File: config.mk
export PLATFORM = sky130hd
export DESIGN_NAME = cvtp_div
export DESIGN_NICKNAME = d
export VERILOG_FILES = /design/src/hw/rtl/cvtp_pkg.sv /design/src/hw/rtl/cvtp_div.sv
export SDC_FILE = /design/constraint.sdc
export NUM_CORES = 2
export LEC_CHECK = 0
export BUFFER_PORTS_ARGS = -buffer_cell sky130_fd_sc_hd__buf_4
export CORE_MARGIN = 4
export CORE_UTILIZATION = 59
export DETAILED_ROUTE_END_ITERATION = 8
export PLACE_DENSITY = 0.84
export SYNTH_ARGS = -nofsm -noshare
export SYNTH_HDL_FRONTEND = slang
export SYNTH_SLANG_ARGS = --single-unit
File: constraint.sdc
create_clock -name clk -period 13 [get_ports clk]
set_clock_uncertainty 0.1 [all_clocks]
set_input_delay 2.6 -clock clk [delete_from_list [all_inputs] [get_ports clk]]
set_output_delay 2.6 -clock clk [all_outputs]
set_load 0.02 [all_outputs]
File: src/hw/rtl/cvtp_pkg.sv
// ----------------------------------------------------------------------------
// cvtp_pkg: shared types and constants of the camera view transform core
// Register indexes, reset values, datapath widths and the divider interface.
// ----------------------------------------------------------------------------
`timescale 1ns / 1ps

package cvtp_pkg;

  localparam int SCREEN_WIDTH_DEF  = 800;
  localparam int SCREEN_HEIGHT_DEF = 600;

  // Field widths.
  localparam int COORD_W = 24;
  localparam int TRIG_W  = 16;
  localparam int FOCAL_W = 12;
  localparam int SCR_W   = 16;
  localparam int CFG_IDX_W = 4;

  // Fractional bits of the trig words.
  localparam int TRIG_FRAC = 14;

  // Screen centre, signed, wide enough for any screen size up to 4096.
  localparam int CENTRE_W = 13;

  // Projection divider: numerator magnitude, divisor and quotient widths.
  localparam int MAG_W   = 43;
  localparam int DEN_W   = 30;
  localparam int QUO_W   = 16;
  localparam int CMP_W   = DEN_W + QUO_W;
  localparam int DIV_LAT = QUO_W + 1;

  typedef enum logic [CFG_IDX_W-1:0] {
    REG_CAMERA_X     = 4'd0,
    REG_CAMERA_Y     = 4'd1,
    REG_CAMERA_Z     = 4'd2,
    REG_COS_YAW      = 4'd3,
    REG_SIN_YAW      = 4'd4,
    REG_COS_ELEV     = 4'd5,
    REG_SIN_ELEV     = 4'd6,
    REG_FOCAL_LENGTH = 4'd7
  } cvtp_reg_t;

  localparam logic signed [COORD_W-1:0] CAMERA_X_RST  = '0;
  localparam logic signed [COORD_W-1:0] CAMERA_Y_RST  = '0;
  localparam logic signed [COORD_W-1:0] CAMERA_Z_RST  = -24'sd76800;
  localparam logic signed [TRIG_W-1:0]  COS_RST       = 16'sd16384;
  localparam logic signed [TRIG_W-1:0]  SIN_RST       = '0;
  localparam logic        [FOCAL_W-1:0] FOCAL_RST     = 12'd500;
  localparam logic signed [SCR_W-1:0]   SCR_HIDDEN    = -16'sd1;
  localparam logic signed [COORD_W-1:0] DEPTH_MAX     = 24'sh7FFFFF;
  localparam logic signed [COORD_W-1:0] DEPTH_MIN     = 24'sh800000;

  // Divider input and output.
  typedef struct packed {
    logic [MAG_W+1:0]   num;   // signed numerator
    logic [DEN_W-1:0]   den;
  } cvtp_div_in_t;

  typedef struct packed {
    logic             neg;
    logic [QUO_W-1:0] quo;   // top bit set means the magnitude overflowed
  } cvtp_div_out_t;

  // Data that rides alongside the divider.
  typedef struct packed {
    logic                      vis;
    logic signed [COORD_W-1:0] depth;
  } cvtp_side_t;

endpackage

File: src/hw/rtl/cvtp_div.sv
// ----------------------------------------------------------------------------
// cvtp_div: pipelined sign-magnitude divider for the projection
// Takes the absolute value of the numerator, then resolves one quotient bit
// per stage from the overflow bit down, truncating toward zero.
// ----------------------------------------------------------------------------
`timescale 1ns / 1ps

module cvtp_div (
  input  logic                   clk,
  input  logic                   en,
  input  cvtp_pkg::cvtp_div_in_t div_in,
  output cvtp_pkg::cvtp_div_out_t div_out
);
  import cvtp_pkg::*;

  localparam int NUM_W = MAG_W + 2;

  logic signed [NUM_W-1:0] num;
  logic        [NUM_W-1:0] num_abs;

  logic [MAG_W-1:0] rem_r [0:QUO_W];
  logic [QUO_W-1:0] quo_r [0:QUO_W];
  logic [DEN_W-1:0] den_r [0:QUO_W];
  logic             neg_r [0:QUO_W];

  assign num     = $signed(div_in.num);
  assign num_abs = num[NUM_W-1] ? NUM_W'(-num) : NUM_W'(num);

  always_ff @(posedge clk) begin
    if (en) begin
      rem_r[0] <= num_abs[MAG_W-1:0];
      quo_r[0] <= '0;
      den_r[0] <= div_in.den;
      neg_r[0] <= num[NUM_W-1];
    end
  end

  for (genvar i = 0; i < QUO_W; i++) begin : g_stage
    localparam int K = QUO_W - 1 - i;
    logic [CMP_W:0]   diff;
    logic             ge;
    logic [MAG_W-1:0] rem_nxt;
    logic [QUO_W-1:0] quo_nxt;

    always_comb begin
      diff    = {1'b0, CMP_W'(rem_r[i])} - {1'b0, (CMP_W'(den_r[i]) << K)};
      ge      = !diff[CMP_W];
      rem_nxt = ge ? diff[MAG_W-1:0] : rem_r[i];
      quo_nxt = quo_r[i];
      quo_nxt[K] = ge;
    end

    always_ff @(posedge clk) begin
      if (en) begin
        rem_r[i+1] <= rem_nxt;
        quo_r[i+1] <= quo_nxt;
        den_r[i+1] <= den_r[i];
        neg_r[i+1] <= neg_r[i];
      end
    end
  end

  assign div_out.neg = neg_r[QUO_W];
  assign div_out.quo = quo_r[QUO_W];

endmodule

## Word-level counts from Yosys, hierarchy flattened

Memory sizes are Yosys's and may differ from the RTL's.
Cells that the tools add are included.

| operators by class | value |
|---|---|
| reductions and logical operators | 16 |
| add/sub/neg operators | 17 |
| muxes and demuxes | 19 |

Operator list:

| kind | count |
|---|---|
| 43-bit 2-to-1 mux | 17 |
| 43-bit by 45-bit subtractor with 46-bit output | 1 |
| 43-bit by 44-bit subtractor with 45-bit output | 1 |
| 43-bit by 30-bit subtractor with 44-bit output | 1 |
| 43-bit by 31-bit subtractor with 44-bit output | 1 |
| 43-bit by 32-bit subtractor with 44-bit output | 1 |
| 43-bit by 33-bit subtractor with 44-bit output | 1 |
| 43-bit by 34-bit subtractor with 44-bit output | 1 |
| 43-bit by 35-bit subtractor with 44-bit output | 1 |
| 43-bit by 36-bit subtractor with 44-bit output | 1 |
| 43-bit by 37-bit subtractor with 44-bit output | 1 |
| 43-bit by 38-bit subtractor with 44-bit output | 1 |
| 43-bit by 39-bit subtractor with 44-bit output | 1 |
| 43-bit by 40-bit subtractor with 44-bit output | 1 |
| 43-bit by 41-bit subtractor with 44-bit output | 1 |
| 43-bit by 42-bit subtractor with 44-bit output | 1 |
| 43-bit by 43-bit subtractor with 44-bit output | 1 |
| 43-bit negation | 1 |
| 1-bit logical NOT | 16 |
| 1-bit 2-to-1 mux | 2 |

| storage, ports and cells | value |
|---|---|
| RAM bits | 1530 |
| register bits after elaboration | 0 |
| output and inout bits | 17 |
| memories kept | 4 |

Memories:

| name | depth | bits a word | rd ports | clocked after Yosys merged registers in | wr ports | RTL line | source |
|---|---|---|---|---|---|---|---|
| rem_r | 17 | 43 | 16 | 0 | 17 | cvtp_div.sv:21 | `logic [MAG_W-1:0] rem_r [0:QUO_W];` |
| den_r | 17 | 30 | 16 | 0 | 17 | cvtp_div.sv:23 | `logic [DEN_W-1:0] den_r [0:QUO_W];` |
| quo_r | 17 | 16 | 17 | 0 | 17 | cvtp_div.sv:22 | `logic [QUO_W-1:0] quo_r [0:QUO_W];` |
| neg_r | 17 | 1 | 17 | 0 | 17 | cvtp_div.sv:24 | `logic neg_r [0:QUO_W];` |

## Depth between registers and ports, before layout

An unclocked memory read counts as a cell.

| depth | value |
|---|---|
| depth in word-level cells | 3 |
| gate-level depth with buffers | 16 |
| gate-level depth less buffers | 14 |

## Worst setup path after synthesis

OpenSTA, ideal clock, no wires.

| timing | value |
|---|---|
| path kind | input to register |
| start | input port div_in[35] (netlist name) |
| end | memory rem_r[0][41], data pin |
| slack | 6.958 ns |
| data arrival time | 5.679 ns |
| setup time | 0.263 ns |
| stages on the path | 10 |
| data required time | 12.637 ns |
| path through | or4_4 -> or3_4 -> or3_4 -> nand2b_4 -> or3_4 -> or4_4 -> buf_6 -> or4_4 -> o41ai_2 -> xnor2_1 |

RTL lines:

| item | RTL line | source |
|---|---|---|
| start, declared | cvtp_div.sv:11 | `input cvtp_pkg::cvtp_div_in_t div_in,` |
| end, declared | cvtp_div.sv:21 |  |

==> reports/qor.yml <==
outcome:
  status: "complete, no violations"
drt:
  detail_route.iter0.violations: 2747
  detail_route.first_pass.iterations: 8
  dr_vias_cell: 5.746
  detailroute.via_count: 46290
  drt.antenna.violating_nets: 0
  drt_drc_violations_left: 0
  wire_length_after_detailed_routing_um: 129100
  post_drt_wl_per_cell_um: 16.02
critical_path:
  worst_ep_required_time_ns: 13.40
  reg2reg_to: "rem_r[0][311]$_DFFE_PP_"
  timing.critical_path.to_type: "register"
  cp.arrival_ns: 6.41
  number_of_cells_traversed_by_the_worst_register_to_register_path: 14
  setup.reg_to_reg.worst_slack_ns: 7.99
  worst_setup_start_kind: "input pin"
  largest_fanout_on_the_critical_path: 7
  critical_path.endpoint: "rem_r[0][40]$_DFFE_PP_"
  critical_path.reg2reg.startpoint: "rem_r[0][267]$_DFFE_PP_"
  critPathKind: "in -> reg"
  crit_start: "div_in[35]"
clock_tree:
  cts_made_buffers: 142
  cts_tree: "yes"
  cts-resized-gates: 0
  clk_root_buffer_cell: "sky130_fd_sc_hd__clkbuf_16"
  clock_tree.htree_level_count: 4
  holdBufCountCts: 0
  tritoncts_num_sinks: 1321
  cts_setup_buffers: 0
  worst_skew_pair.late_latency_ns: 0.76
  ctsLongestPathBuffers: 3
  cts.clk_slew.worst_paths_ns: 0.06
pwr:
  swShare: 0.3373
  seq_power_share: 0.394
  combinational_fraction_of_design_power: 0.375
  power.internal_uw: 10850
  worst_ir_drop_vdd_mv: 0.1632
  static-leakage-power_uw: 0.03097
  power-per-cell-area_nw_per_um2: 209.5
  p_clk_frac: 0.231
  switching_power_uw: 5520
synth:
  synth-warning-count: 0
  yosys-top-cells-area: "sky130_fd_sc_hd__edfxtp_1 (56%), sky130_fd_sc_hd__ha_1 (8.4%), sky130_fd_sc_hd__o21ai_0 (3.6%)"
  post_synthesis_net_count: 6769
  yosys.cell_types.count: 81
  synthDominantCellAreaShare: 0.5578
  async_s_r_ff_share_synth: 0
  synth.cell_area_um2: 71120
  synth.avg_cell_area_um2: 11.47
  synth.yosys.seq_area_share: 0.5578
  synth_enable_flop_cells: 1321
  yosys.area.top_type: "sky130_fd_sc_hd__edfxtp_1"
  ys_dominant_reg_cell: "sky130_fd_sc_hd__edfxtp_1"
  synthesis.instances: 6200
  yosys_register_bits: 1321
layout:
  final.fill_count: 8541
  most-common-layout-cells: "sky130_fd_sc_hd__edfxtp_1 (1321), sky130_fd_sc_hd__inv_1 (599), sky130_fd_sc_hd__o21ai_0 (506)"
  layout_commonest_cell: "sky130_fd_sc_hd__edfxtp_1"
  drive_above_1_share: 0.07636
  design.final.nets: 6901
  areaGrowthSynthToFinish_pct: 9.847
timing:
  hold_viol: 0
  slew-limit-headroom: 0.2309
  fin_crit_ns: 6.012
  max_freq_ghz: 0.1663
  report.final.setup_viol: 0
  max_slew.worst_pin.slew_ns: 1.125
  post-route-period-util: 0.4625
  timing_max_transition_violations_final: 0
  setup_ws_ns: 6.988
  grt_setup_unrepaired: "no"
  sum_of_negative_setup_slack_ns: 0
worst_hold_path:
  holdCritPathClass: "reg -> reg"
global_route:
  vias_in_the_first_global_route: 46580
  first_pass_grt_wire_length_um: 214800
  grt_usage: 0.2049
  grt_antenna_before_repair: 2
  largest_net_degree_at_the_start_of_global_routing: 200
  global_route.overflow_total: 0
floorplanning:
  die_w_um: 355.2
  floorplan.initialDensity: 0.5936
  dieHeight_um: 355.2
  floorplan.die_area_um2: 126200
  floorplan.core_area_um2: 119800
  boundaryPins: 94
  rows: 127
placed_design:
  preCtsSetupSlack_ns: 6.062
  gp_congestion: 0.9253
  hpwl_um: 94740
  place.port_buffers: 92
flow_run:
  maximum_capacitance_violations: 0
==> layout make-up <==
type                       count  area [um^2]  area share
sequential                  1321        39670      0.5078
antenna                        1        2.502  0.00003203
tap                         1612         2017     0.02582
timing repair buffer         125        996.0     0.01275
inverter                     599         2248     0.02878
multi-input combinational   4143        28770      0.3683
clock buffer                 177         3770     0.04826
clock inverter                78        646.9    0.008280
==> per-stage QoR <==
stage / instances / utilization / power, uW / hold WS (ns) / cell area (um^2)
after floorplan: 6200 / - / 11110 / 0.3003 / 71120
after global routing: 8056 / 0.6520 / 17460 / 0.3054 / 78120
after global placement: 7800 / 0.6151 / 12280 / 0.3007 / 73700
after CTS: 8055 / 0.6520 / 16390 / 0.3076 / 78120
final: 8056 / 0.6520 / 16370 / 0.3081 / 78120
after detailed placement: 7800 / 0.6151 / 12540 / 0.3045 / 73700
==> kinds of logic (layout without fill, tap and decap cells) <==
| logic type | Yosys count | count (layout) | synth area share |
|---|---|---|---|
| AO/OA/AOI/OAI | 1661 | 1661 | 0.1450 |
| multiplexers | 115 | 115 | 0.01803 |
| XOR/XNOR | 469 | 469 | 0.05776 |
| AND/OR/NAND/NOR | 1406 | 1406 | 0.09427 |
| other | 0 | 1 | 0 |
| buffers and inverters | 736 | 979 | 0.03900 |
| adder cells (fa/ha/maj) | 492 | 492 | 0.08814 |
| flip-flops | 1321 | 1321 | 0.5578 |
==> metal layers <==
layer / GRT usage / wire, um
met3: 0.03024 / 4751
met2: 0.3951 / 69800
met1: 0.2111 / 48070
met5: 0 / 0
met4: 0.1125 / 6474
==> synthesized netlist by cell type (105+ instances only) <==
master and instances:
sky130_fd_sc_hd__edfxtp_1 1321, sky130_fd_sc_hd__inv_1 599, sky130_fd_sc_hd__o21ai_0 506, sky130_fd_sc_hd__nand2_1 491
sky130_fd_sc_hd__ha_1 477, sky130_fd_sc_hd__a21oi_1 444, sky130_fd_sc_hd__nor2_1 325, sky130_fd_sc_hd__xnor2_1 259
sky130_fd_sc_hd__xor2_1 210, sky130_fd_sc_hd__a21o_1 206, sky130_fd_sc_hd__clkbuf_1 120, sky130_fd_sc_hd__mux2_2 105
==> critical path: stages <==
cell and delay [ns]:
sky130_fd_sc_hd__buf_4 0.12, sky130_fd_sc_hd__or4_4 0.54, sky130_fd_sc_hd__or3_4 0.36, sky130_fd_sc_hd__nor3_2 0.56, sky130_fd_sc_hd__nand2_1 0.29, sky130_fd_sc_hd__or3_1 0.42
sky130_fd_sc_hd__or4_1 0.59, sky130_fd_sc_hd__or4_1 0.51, sky130_fd_sc_hd__o31ai_1 0.29, sky130_fd_sc_hd__xnor2_1 0.10
==> registers in the layout, summed over array words and instances (netlist names) <==
register	cells
den_r	480
neg_r	17
quo_r	136
rem_r	688
==> power groups by stage <==
stage | Clock [uW] | Sequential [uW] | Combinational [uW]
2_1_floorplan | 0 | 6340 | 4770
3_3_place_gp | 0 | 6470 | 5810
3_5_place_dp | 0 | 6510 | 6030
4_1_cts | 3880 | 6430 | 6080
5_1_grt | 4080 | 6530 | 6860
6_report | 3780 | 6440 | 6140
==> how the worst min path moves through the flow <==
stage | slack, ns | startpoint | cells after the start | end
after global routing | 0.31 | rem_r[0][51]$_DFFE_PP_ | 0 | rem_r[0][94]$_DFFE_PP_
after CTS | 0.31 | rem_r[0][6]$_DFFE_PP_ | 0 | rem_r[0][49]$_DFFE_PP_
after floorplan | 0.30 | neg_r[0][0]$_DFFE_PP_ | 0 | neg_r[0][1]$_DFFE_PP_
after detailed placement | 0.30 | neg_r[0][0]$_DFFE_PP_ | 0 | neg_r[0][1]$_DFFE_PP_
after global placement | 0.30 | rem_r[0][224]$_DFFE_PP_ | 0 | rem_r[0][267]$_DFFE_PP_
final | 0.31 | rem_r[0][9]$_DFFE_PP_ | 0 | rem_r[0][52]$_DFFE_PP_
No activity file was read; power rests on OpenSTA's default activity.
